<file path="config.mk">
export PLATFORM = sky130hd
export DESIGN_NAME = lww_element_set_table
export DESIGN_NICKNAME = d
export VERILOG_FILES = /design/src/design/lwwst_pkg.sv /design/src/design/lwwst_cell.sv /design/src/design/lww_element_set_table.sv
export VERILOG_INCLUDE_DIRS = /design/src /design/src/design
export SDC_FILE = /design/constraint.sdc
export NUM_CORES = 2
export LEC_CHECK = 0
export BUFFER_PORTS_ARGS = -buffer_cell sky130_fd_sc_hd__buf_2
export CELL_PAD_IN_SITES_DETAIL_PLACEMENT = 1
export CELL_PAD_IN_SITES_GLOBAL_PLACEMENT = 2
export CORE_ASPECT_RATIO = 0.7
export CORE_UTILIZATION = 47
export DETAILED_ROUTE_END_ITERATION = 12
export PLACE_DENSITY_LB_ADDON = 0.1
export SKIP_CTS_REPAIR_TIMING = 1
export SLEW_MARGIN = 10
export SYNTH_ARGS = -nofsm -noshare
export SYNTH_HDL_FRONTEND = slang
export SYNTH_SLANG_ARGS = --single-unit
</file>
<file path="constraint.sdc">
create_clock -name clk -period 5.3 [get_ports clk]
set_input_delay 0 -clock clk [delete_from_list [all_inputs] [get_ports clk]]
set_output_delay 0 -clock clk [all_outputs]
set_load 0.02 [all_outputs]
</file>
<file path="src/design/lww_element_set_table_assert.svh">
// Assertion macros shared by the table RTL.
// Both sample on clk and stay quiet while arst_n is low.
`ifndef LWW_ELEMENT_SET_TABLE_ASSERT_SVH
`define LWW_ELEMENT_SET_TABLE_ASSERT_SVH

// Same-cycle implication.
`define LWWST_ASSERT(label, ante, cons) \
	label: assert property (@(posedge clk) disable iff (!arst_n) (ante) |-> (cons)) \
		else $error("lwwst assertion failed");

// Next-cycle implication.
`define LWWST_ASSERT_NXT(label, ante, cons) \
	label: assert property (@(posedge clk) disable iff (!arst_n) (ante) |=> (cons)) \
		else $error("lwwst assertion failed");

`endif

</file>
<file path="src/design/lwwst_pkg.sv">
`timescale 1ns / 1ps

package lwwst_pkg;

	typedef enum logic [1:0] {
		KIND_ADD    = 2'd0,
		KIND_REMOVE = 2'd1,
		KIND_QUERY  = 2'd2
	} kind_t;

	localparam logic STATUS_OK   = 1'b0;
	localparam logic STATUS_FULL = 1'b1;

	// Operation token walking the cell row, one cell per cycle.
	typedef struct packed {
		logic        vld;
		logic [1:0]  kind;
		logic [31:0] key;
		logic [31:0] stamp;
		logic        a_hit;   // key present in added table after this op
		logic [31:0] a_time;  // added-table stamp of the key
		logic        r_hit;   // key found in removed table
		logic        a_free;  // a free added slot was seen
		logic        r_free;  // a free removed slot was seen
	} tok_t;

	// Insert write broadcast to all cells at the end of a pass.
	typedef struct packed {
		logic        a_en;
		logic        r_en;
		logic [31:0] key;
		logic [31:0] stamp;
	} wr_t;

endpackage

</file>
<file path="src/design/lwwst_cell.sv">
`timescale 1ns / 1ps

module lwwst_cell
	import lwwst_pkg::*;
#(
	parameter int IDX_W = 4,
	parameter int INDEX = 0
) (
	input  logic             clk,
	input  logic             arst_n,
	input  tok_t             prev_tok,
	input  logic [IDX_W-1:0] prev_a_idx,
	input  logic [IDX_W-1:0] prev_r_idx,
	output tok_t             next_tok,
	output logic [IDX_W-1:0] next_a_idx,
	output logic [IDX_W-1:0] next_r_idx,
	input  wr_t              wr,
	input  logic [IDX_W-1:0] wr_idx
);

	logic        a_v_q, r_v_q;
	logic [31:0] a_key_q, a_time_q, r_key_q, r_time_q;
	logic        vld_q;
	tok_t        tok_q, tok_n;
	logic [IDX_W-1:0] a_idx_q, r_idx_q, a_idx_n, r_idx_n;

	logic a_match, r_match, a_raise, a_erase, r_raise, wr_here;
	logic is_add, is_rem;

	always_comb begin
		is_add  = prev_tok.vld && (prev_tok.kind == KIND_ADD);
		is_rem  = prev_tok.vld && (prev_tok.kind == KIND_REMOVE);
		a_match = a_v_q && (a_key_q == prev_tok.key);
		r_match = r_v_q && (r_key_q == prev_tok.key);
		a_raise = is_add && a_match && (a_time_q <= prev_tok.stamp);
		a_erase = is_rem && a_match && (a_time_q <= prev_tok.stamp);
		r_raise = is_rem && r_match && (r_time_q <= prev_tok.stamp);
		wr_here = (wr_idx == IDX_W'(INDEX));

		tok_n       = prev_tok;
		tok_n.a_hit = prev_tok.a_hit | (a_match & ~a_erase);
		if (a_match) begin
			tok_n.a_time = a_raise ? prev_tok.stamp : a_time_q;
		end
		tok_n.r_hit = prev_tok.r_hit | r_match;
		a_idx_n     = prev_a_idx;
		r_idx_n     = prev_r_idx;
		// first free slot along the row is the lowest one
		if (!prev_tok.a_free && !a_v_q) begin
			tok_n.a_free = 1'b1;
			a_idx_n      = IDX_W'(INDEX);
		end
		if (!prev_tok.r_free && !r_v_q) begin
			tok_n.r_free = 1'b1;
			r_idx_n      = IDX_W'(INDEX);
		end
	end

	always_ff @(posedge clk or negedge arst_n) begin
		if (!arst_n) begin
			a_v_q <= 1'b0;
			r_v_q <= 1'b0;
			vld_q <= 1'b0;
		end else begin
			vld_q <= prev_tok.vld;
			if (wr.a_en && wr_here) begin
				a_v_q <= 1'b1;
			end else if (a_erase) begin
				a_v_q <= 1'b0;
			end
			if (wr.r_en && wr_here) begin
				r_v_q <= 1'b1;
			end
		end
	end

	always_ff @(posedge clk) begin
		tok_q   <= tok_n;
		a_idx_q <= a_idx_n;
		r_idx_q <= r_idx_n;
		if (wr.a_en && wr_here) begin
			a_key_q  <= wr.key;
			a_time_q <= wr.stamp;
		end else if (a_raise) begin
			a_time_q <= prev_tok.stamp;
		end
		if (wr.r_en && wr_here) begin
			r_key_q  <= wr.key;
			r_time_q <= wr.stamp;
		end else if (r_raise) begin
			r_time_q <= prev_tok.stamp;
		end
	end

	always_comb begin
		next_tok     = tok_q;
		next_tok.vld = vld_q;
	end

	assign next_a_idx = a_idx_q;
	assign next_r_idx = r_idx_q;

endmodule

</file>
<file path="src/design/lww_element_set_table.sv">
`timescale 1ns / 1ps
// Channel  Handshake              Payload
// in       in_valid / in_stall    kind, key, stamp
// out      out_valid / out_stall  present, held_stamp, status
//
// An operation walks the row of TABLE_DEPTH cells, one cell per cycle; each cell
// holds one added and one removed entry. The result is registered at the row end
// and then in the output register; in_stall stays high until that commit, so the
// next beat is taken only after the previous operation has left the row.
// Reset clears all valid bits at once; there is no clearing pass.
// A result held by out_stall does not block the next beat; a second finished
// result waits at the row end until the output register frees.

module lww_element_set_table
	import lwwst_pkg::*;
#(
	parameter int TABLE_DEPTH = 16
) (
	input  logic        clk,
	input  logic        arst_n,
	input  logic        in_valid,
	output logic        in_stall,
	input  logic [1:0]  kind,
	input  logic [31:0] key,
	input  logic [31:0] stamp,
	output logic        out_valid,
	input  logic        out_stall,
	output logic        present,
	output logic [31:0] held_stamp,
	output logic        status
);

`include "lww_element_set_table_assert.svh"

	localparam int IDX_W = (TABLE_DEPTH > 1) ? $clog2(TABLE_DEPTH) : 1;

	tok_t             tok   [0:TABLE_DEPTH];
	logic [IDX_W-1:0] a_idx [0:TABLE_DEPTH];
	logic [IDX_W-1:0] r_idx [0:TABLE_DEPTH];
	logic [TABLE_DEPTH:0] chain_vld;

	logic             busy_q, fin_vld_q, out_valid_q;
	tok_t             fin_q;
	logic [IDX_W-1:0] fin_a_idx_q, fin_r_idx_q;
	logic             present_q, status_q;
	logic [31:0]      held_q;

	logic in_accept, commit, ins_a, ins_r, put_a, put_r, drop;
	wr_t  wr;
	logic [IDX_W-1:0] wr_idx;

	assign in_stall  = busy_q;
	assign in_accept = in_valid && !busy_q;

	always_comb begin
		tok[0]        = '0;
		tok[0].vld    = in_accept;
		tok[0].kind   = kind;
		tok[0].key    = key;
		tok[0].stamp  = stamp;
	end
	assign a_idx[0] = '0;
	assign r_idx[0] = '0;

	for (genvar i = 0; i < TABLE_DEPTH; i++) begin : g_cell
		lwwst_cell #(
			.IDX_W (IDX_W),
			.INDEX (i)
		) u_cell (
			.clk        (clk),
			.arst_n     (arst_n),
			.prev_tok   (tok[i]),
			.prev_a_idx (a_idx[i]),
			.prev_r_idx (r_idx[i]),
			.next_tok   (tok[i+1]),
			.next_a_idx (a_idx[i+1]),
			.next_r_idx (r_idx[i+1]),
			.wr         (wr),
			.wr_idx     (wr_idx)
		);
		assign chain_vld[i] = tok[i+1].vld;
	end
	assign chain_vld[TABLE_DEPTH] = fin_vld_q;

	assign commit = fin_vld_q && (!out_valid_q || !out_stall);

	always_comb begin
		ins_a     = (fin_q.kind == KIND_ADD) && !fin_q.a_hit;
		ins_r     = (fin_q.kind == KIND_REMOVE) && !fin_q.r_hit;
		put_a     = ins_a && fin_q.a_free;
		put_r     = ins_r && fin_q.r_free;
		drop      = (ins_a && !fin_q.a_free) || (ins_r && !fin_q.r_free);
		wr.a_en   = commit && put_a;
		wr.r_en   = commit && put_r;
		wr.key    = fin_q.key;
		wr.stamp  = fin_q.stamp;
		wr_idx    = ins_a ? fin_a_idx_q : fin_r_idx_q;
	end

	always_ff @(posedge clk or negedge arst_n) begin
		if (!arst_n) begin
			busy_q      <= 1'b0;
			fin_vld_q   <= 1'b0;
			out_valid_q <= 1'b0;
		end else begin
			if (in_accept) begin
				busy_q <= 1'b1;
			end else if (commit) begin
				busy_q <= 1'b0;
			end
			if (tok[TABLE_DEPTH].vld) begin
				fin_vld_q <= 1'b1;
			end else if (commit) begin
				fin_vld_q <= 1'b0;
			end
			if (commit) begin
				out_valid_q <= 1'b1;
			end else if (!out_stall) begin
				out_valid_q <= 1'b0;
			end
		end
	end

	always_ff @(posedge clk) begin
		if (tok[TABLE_DEPTH].vld) begin
			fin_q       <= tok[TABLE_DEPTH];
			fin_a_idx_q <= a_idx[TABLE_DEPTH];
			fin_r_idx_q <= r_idx[TABLE_DEPTH];
		end
		if (commit) begin
			present_q <= fin_q.a_hit || put_a;
			if (fin_q.a_hit) begin
				held_q <= fin_q.a_time;
			end else if (put_a) begin
				held_q <= fin_q.stamp;
			end else begin
				held_q <= '0;
			end
			status_q <= drop ? STATUS_FULL : STATUS_OK;
		end
	end

	assign out_valid  = out_valid_q;
	assign present    = present_q;
	assign held_stamp = held_q;
	assign status     = status_q;

	`LWWST_ASSERT(a_one_token, 1'b1, $countones(chain_vld) <= 1)
	`LWWST_ASSERT(a_token_busy, chain_vld != '0, busy_q)
	`LWWST_ASSERT(a_write_idle_row, wr.a_en || wr.r_en, chain_vld[TABLE_DEPTH-1:0] == '0)
	`LWWST_ASSERT_NXT(a_drop_absent, commit && ins_a && drop, !present_q && (held_q == '0))
	`LWWST_ASSERT_NXT(a_enter_row, in_accept, chain_vld[0] && busy_q)

endmodule
</file>
======== Word-level counts from Yosys, hierarchy flattened ========
Index checks and enable logic that the tools add are counted.
operators by class
  $lt $le $gt $ge ......................... 16
  equality and inequality tests ........... 65
  mux-type cells .......................... 92
  bitwise logic cells ..................... 62
  reduce and logical (&&, ||, !) cells .... 306
operators with widths
  kind                                                 number
  2-to-1 mux 32 bit                                    49
  equality test 32 bit                                 32
  less-or-equal comparator 32 bit                      16
  logical AND 1 bit                                    200
  zero test 1 bit                                      67
  2-to-1 mux 1 bit                                     42
  nonzero test 2 bit                                   18
  equality test 2 x 1 -> 1 bit, second input constant  17
  zero test 2 bit                                      17
  equality test 4 bit, second input constant           8
  OR 1 bit                                             30
  AND 1 bit                                            16
  equality test 4 x 3 -> 1 bit, second input constant  4
  inverter 1 bit                                       16
  equality test 4 x 2 -> 1 bit, second input constant  2
  equality test 4 x 1 -> 1 bit, second input constant  1
  zero test 4 bit                                      1
  2-to-1 mux 4 bit                                     1
  logical OR 1 bit                                     3
  != test 2 x 1 -> 1 bit, second input constant        1
word-level totals
  bits in registers ....................... 3461
  bits of input ports ..................... 70
  output and inout bits ................... 36
  logic and storage cells ................. 811

======== Depth between registers and ports, before layout ========
  depth after elaboration ................. 7
  mapped depth ............................ 10

======== Hierarchy ========
A second synthesis with hierarchy kept.
unflattened totals
  cell total of the unflattened synthesis .. 12386
  area total of the unflattened synthesis .. 139347.4 um^2
by module, submodules not included
  module                              times used  cells each  area each (um^2)
  lwwst_cell (g_cell[10].u_cell ...)  4           806         8682.1
  lwwst_cell (g_cell[15].u_cell ...)  3           806         8680.8
  lwwst_cell (g_cell[5].u_cell ...)   3           693         7943.9
  lwwst_cell (g_cell[12].u_cell ...)  2           807         8674.6
  lwwst_cell (g_cell[4].u_cell ...)   2           693         7942.6
  lwwst_cell (g_cell[0].u_cell)       1           806         8678.3
  lwwst_cell (g_cell[9].u_cell)       1           653         7926.4
  lww_element_set_table               1           206         4906.0

======== Least setup slack after synthesis ========
No wires, ideal clock.
  path kind ............................... register -> register
  start ................................... register out_valid_q (netlist: out_valid)
  end ..................................... register g_cell[14].u_cell.a_key_q[0], enable pin
  setup time .............................. 0.387 ns
  arrival time ............................ 2.912 ns
  required time ........................... 4.913 ns
  setup slack ............................. 2.001 ns
  cell stages (with the launch flop) ...... 10
  path buffers ............................ 2
  cells stage by stage .................... dfrtp_1 -> nand2_1 -> nand2_1 -> inv_1 -> nand2_1 -> nor2_1 -> nand2_1 -> buf_2 -> clkbuf_1 -> inv_1
between the ends
  cells in the longest elaborated chain, start to end .. 5
ends and longest elaborated chain
  element                 RTL line                      RTL
  from (decl)             lww_element_set_table.sv:42   logic busy_q, fin_vld_q, out_valid_q;
  from (signal assigned)  lww_element_set_table.sv:104  out_valid_q <= 1'b0;
  from (signal assigned)  lww_element_set_table.sv:117  out_valid_q <= 1'b1;
  from (signal assigned)  lww_element_set_table.sv:119  out_valid_q <= 1'b0;
  zero test 1 bit         lww_element_set_table.sv:85   assign commit = fin_vld_q && (!out_valid_q || !out_stall);
  logical OR 1 bit        lww_element_set_table.sv:85
  logical AND 1 bit       lww_element_set_table.sv:85
  named net commit        lww_element_set_table.sv:48   logic in_accept, commit, ins_a, ins_r, put_a, put_r, drop;
  logical AND 1 bit       lww_element_set_table.sv:93   wr.a_en = commit && put_a;
  logical AND 1 bit       lwwst_cell.sv:81              if (wr.a_en && wr_here) begin
  to (signal assigned)    lwwst_cell.sv:82              a_key_q <= wr.key;
  to (decl)               lwwst_cell.sv:22              logic [31:0] a_key_q, a_time_q, r_key_q, r_time_q;
The timed path passes the listed nets, and every way through them passes these cells.
A chain may end at the register's enable or synchronous reset.

==> summary.md <==
| Metric | Value |
|---|---|
| Register area share after synthesis | `60.7%` |
| WL/cell | `roughly 30 microns` |
| GRT overflow | `0` |
| Net Count, Synth | `approximately 12,000` |
| Clk_skew | `about 65 ps` |
| Placed insts | `15,200` |
| Area grow syn2layout | `13.1%` |
| Port bufs | `between 100 and 150` |
| Final Hold Fails | `0` |
| Fin cells | `16,000` |
| # Max-Cap Violations | `0` |
| Largest net degree at the start of global routing | `131` |
| Synth unique cells | `66` |
| Clk_lat worst skew | `910 ps` |
| Status | `finished clean` |
| Sw frac | `between 20 and 30%` |
| Hold path start | `stamp[17]` |
| Main synth FF type | `dfxtp_1` |
| Synth warn | `0` |
| Vias in the first global route | `97,500` |
| Drt first-iter violations | `11,200` |
| CTS tree | `built` |
| CP Data Required Time | `5990 ps` |
| RSZ-0062 raised after global routing | `false` |
| Combinational family with the most area after synthesis | `simple AND/OR/NAND/NOR gates` |
| Final TNS setup | `0 ps` |
| Final ANT Viol Nets | `0` |
| Initial antenna violation count | `53` |
| Synth Area in Compound Gates | `between 10% and 20%` |
| Post-Synth Simple-Gate Area | `between 10% and 20%` |
| Initial Utilization | `47.4%` |
| CP max FO | `18` |
| Crit path launch type | `register` |
| Area after DPL | `0.139 sq mm` |
| Gate Count Post-Synth | `~12,000` |
| Routability congestion estimate | `about 0.88` |
| Worst hold margin | `17.0 ps` |
| Share of layout cells above drive strength 1 | `under 10%` |
| Critical R2R Launch | `g_cell[9].u_cell.next_tok[62]$_DFF_P_` |
| Max-slew violations | `0` |
| PnR worst setup slack | `1200 ps` |
| Std cell rows | `163` |
| Final nets | `12,500` |
| Sinks on Clock Net | `3,461` |
| DRC Markers | `0` |
| Mux contribution to synthesized area | `less than 1%` |
| Fin area | `0.151 sq mm` |
| Total global-route track usage | `32.9%` |
| Vias per inst | `6.14` |
| Setup-failing EPs final | `0` |
| VDD IR max | `264 uV` |
| EDFF count, synth | `around 1,200` |
| Actual slew at the worst max-slew pin | `1220 ps` |
| Comb power frac | `7.9%` |
| Period utilization | `77.3%` |
| I/O pin count | `about 110` |
| Die ar. | `0.287 sq mm` |
| Crit. Startpoint | `g_cell[9].u_cell.next_tok[62]$_DFF_P_` |
| Synthesized flop and latch total | `between 3,000 and 4,000` |
| Area share of fa/ha/maj cells after synthesis | `4.79%` |
| Fraction of synthesized cell area in xor and xnor cells | `6.69%` |
| Avg Synthesized Cell Area | `11.3 sq um` |
| CP Data Arrival Time | `4790 ps` |
| Overall Power | `59.3 mW` |
| CTS clock-pin slew for the worst setup and hold paths | `70 ps` |
| Sw Pwr | `about 15 mW` |
| CTS max path bufs | `4` |
| Slew headroom | `16.9%` |
| First-pass GRT wire length | `693 mm` |
| Htree depth | `5` |
| Pre-CTS setup slack | `1280 ps` |
| Die Y | `448 microns` |
| Int Pwr | `between 40 and 50 mW` |
| CTS root buf | `clkbuf_16` |
| Core area | `0.282 sq mm` |
| Critical path type | `register to register` |
| DR pass1 iterations | `6` |
| Clock power frac | `42.0%` |
| Fmax | `244 MHz` |
| Total CTS buffers | `339` |
| Hold Path Class | `input pin to register` |
| Final wirelength | `486 mm` |
| Vias | `just under 100k` |
| Post-DP HPWL | `330 mm` |
| Util after Layout | `between 50% and 60%` |
| CP Capture Type | `register` |
| Async S/R FF share, synth | `1.47%` |
| Clock period minus worst slack | `approximately 4100 ps` |
| Lkg Pwr | `62.8 nW` |
| Seq pwr share | `50.1%` |
| Die width | `640 microns` |
| PD cells | `roughly 400 mW/mm^2` |
| Area of the mapped netlist | `0.134 sq mm` |
==> placed cells by master, fill, tap and decap left out, types with 50 or more instances in the layout <==
master	count
xor2_1	935
o31ai_1	160
nand3_1	108
nor3_1	512
clkinv_2	59
clkbuf_1	71
clkbuf_8	55
a41o_1	377
clkbuf_16	350
dfrtp_1	50
a21o_1	77
or2_2	70
inv_1	931
nor4_1	238
nor2b_1	59
dfxtp_1	2242
edfxtp_1	1168
a31oi_1	993
nand2_1	82
ha_1	512
nor2_1	1069
dlygate4sd3_1	138
a21oi_1	216
nand4_1	681
buf_2	104
buf_4	209
xnor2_1	87
==> flip-flops by register name, summed over array words and instances, names as in the netlist, 32 cells and up <==
| signal | flops |
|---|---|
| g_cell.u_cell.next_r_idx | 49 |
| held_stamp | 32 |
| fin_q | 102 |
| g_cell.u_cell.r_key_q | 512 |
| g_cell.u_cell.a_key_q | 512 |
| g_cell.u_cell.next_tok | 1632 |
| g_cell.u_cell.next_a_idx | 49 |
| g_cell.u_cell.a_time_q | 512 |
==> power groups by stage <==
stage	combinational (mW)	clock, mW	sequential (mW)
2_1_floorplan	2.18	0	29.8
3_3_place_gp	4.36	0	30.2
3_5_place_dp	4.48	0	30.3
4_1_cts	4.51	25.1	29.7
5_1_grt	4.94	26.2	29.8
6_report	4.70	24.9	29.7
==> layer usage <==
layer  share of wire [%]  vias to the layer above  track usage (%)
li1                    -                    43200                -
met1                  45                    50100             49.1
met2                  42                     4062             47.9
met3                 8.8                      717             6.12
met4                 3.4                       18             10.9
met5               0.024                        -                0
==> area by class of cell <==
type	count	area (sq um)
diodes	16	40.0
clock buffers	476	9780
clock inverters	138	1500
fillers	28900	131000
inverters	933	3500
multi-input cells	6678	46600
flip-flops and latches	3461	81200
well taps	3795	4750
repair buffers	477	3990
==> Yosys cell counts (6+ instances only) <==
master | number | area (sq um)
inv_1 | 933 | 3500
nor2b_1 | 59 | 369
nor4_1 | 238 | 1490
buf_2 | 111 | 556
o211ai_1 | 16 | 120
edfxtp_1 | 1168 | 35100
a22oi_1 | 10 | 75.1
nand4_1 | 681 | 4260
xnor2_1 | 87 | 762
o31a_1 | 6 | 52.6
a211oi_1 | 21 | 158
or3_1 | 37 | 231
clkbuf_1 | 550 | 2060
a31oi_1 | 993 | 6210
o21a_1 | 11 | 82.6
a41o_1 | 377 | 3770
buf_1 | 129 | 484
ha_1 | 512 | 6410
dfrtp_1 | 51 | 1280
a21boi_0 | 7 | 52.6
a2111oi_0 | 6 | 52.6
dfxtp_1 | 2242 | 44900
o31ai_1 | 169 | 1270
nor3_1 | 526 | 2630
nand2_1 | 98 | 368
a22o_1 | 33 | 289
o311ai_1 | 7 | 61.3
o221ai_1 | 18 | 158
xor2_1 | 935 | 8190
o21ai_0 | 32 | 160
nor3b_1 | 15 | 113
or4_1 | 32 | 240
or2_2 | 70 | 438
nor2_1 | 1097 | 4120
a21o_1 | 77 | 578
a221o_1 | 24 | 240
and4_1 | 21 | 184
nand2b_1 | 50 | 313
buf_4 | 13 | 97.6
a21oi_1 | 216 | 1080
nand3_1 | 108 | 541
o41ai_1 | 33 | 289
==> final timing paths <==
path,endpoint,slack (ps),cells after the start
max in group asynchronous,g_cell[15].u_cell.vld_q$_DFF_PN0_,4170,4
setup / recovery,g_cell[10].u_cell.next_tok[27]$_DFF_P_,1200,9
hold reg to reg,g_cell[15].u_cell.next_tok[52]$_DFF_P_,340,0
setup reg to reg,g_cell[10].u_cell.next_tok[27]$_DFF_P_,1200,9
min in group asynchronous,g_cell[2].u_cell.r_v_q$_DFFE_PN0P_,130,4
hold / removal,g_cell[0].u_cell.next_tok[20]$_SDFF_PP0_,20,4
==> logic make-up after synthesis <==
kind of cell / after synthesis
flip-flops: 3461
AND/OR/NAND/NOR: 3059
AO/OA/AOI/OAI: 2082
buffers and inverters: 1736
XOR/XNOR: 1022
adder cells (fa/ha/maj): 512
multiplexers: 3
==> worst max-delay path: stages (launching register included) <==
cell,delay (ps)
dfxtp_1,490
inv_1,120
ha_1,330
nand4_1,140
nor4_1,740
nor2b_1,370
o31a_1,650
buf_4,390
o31ai_1,150
a31oi_1,530
Note: power is estimated with default switching activity, not from simulation.
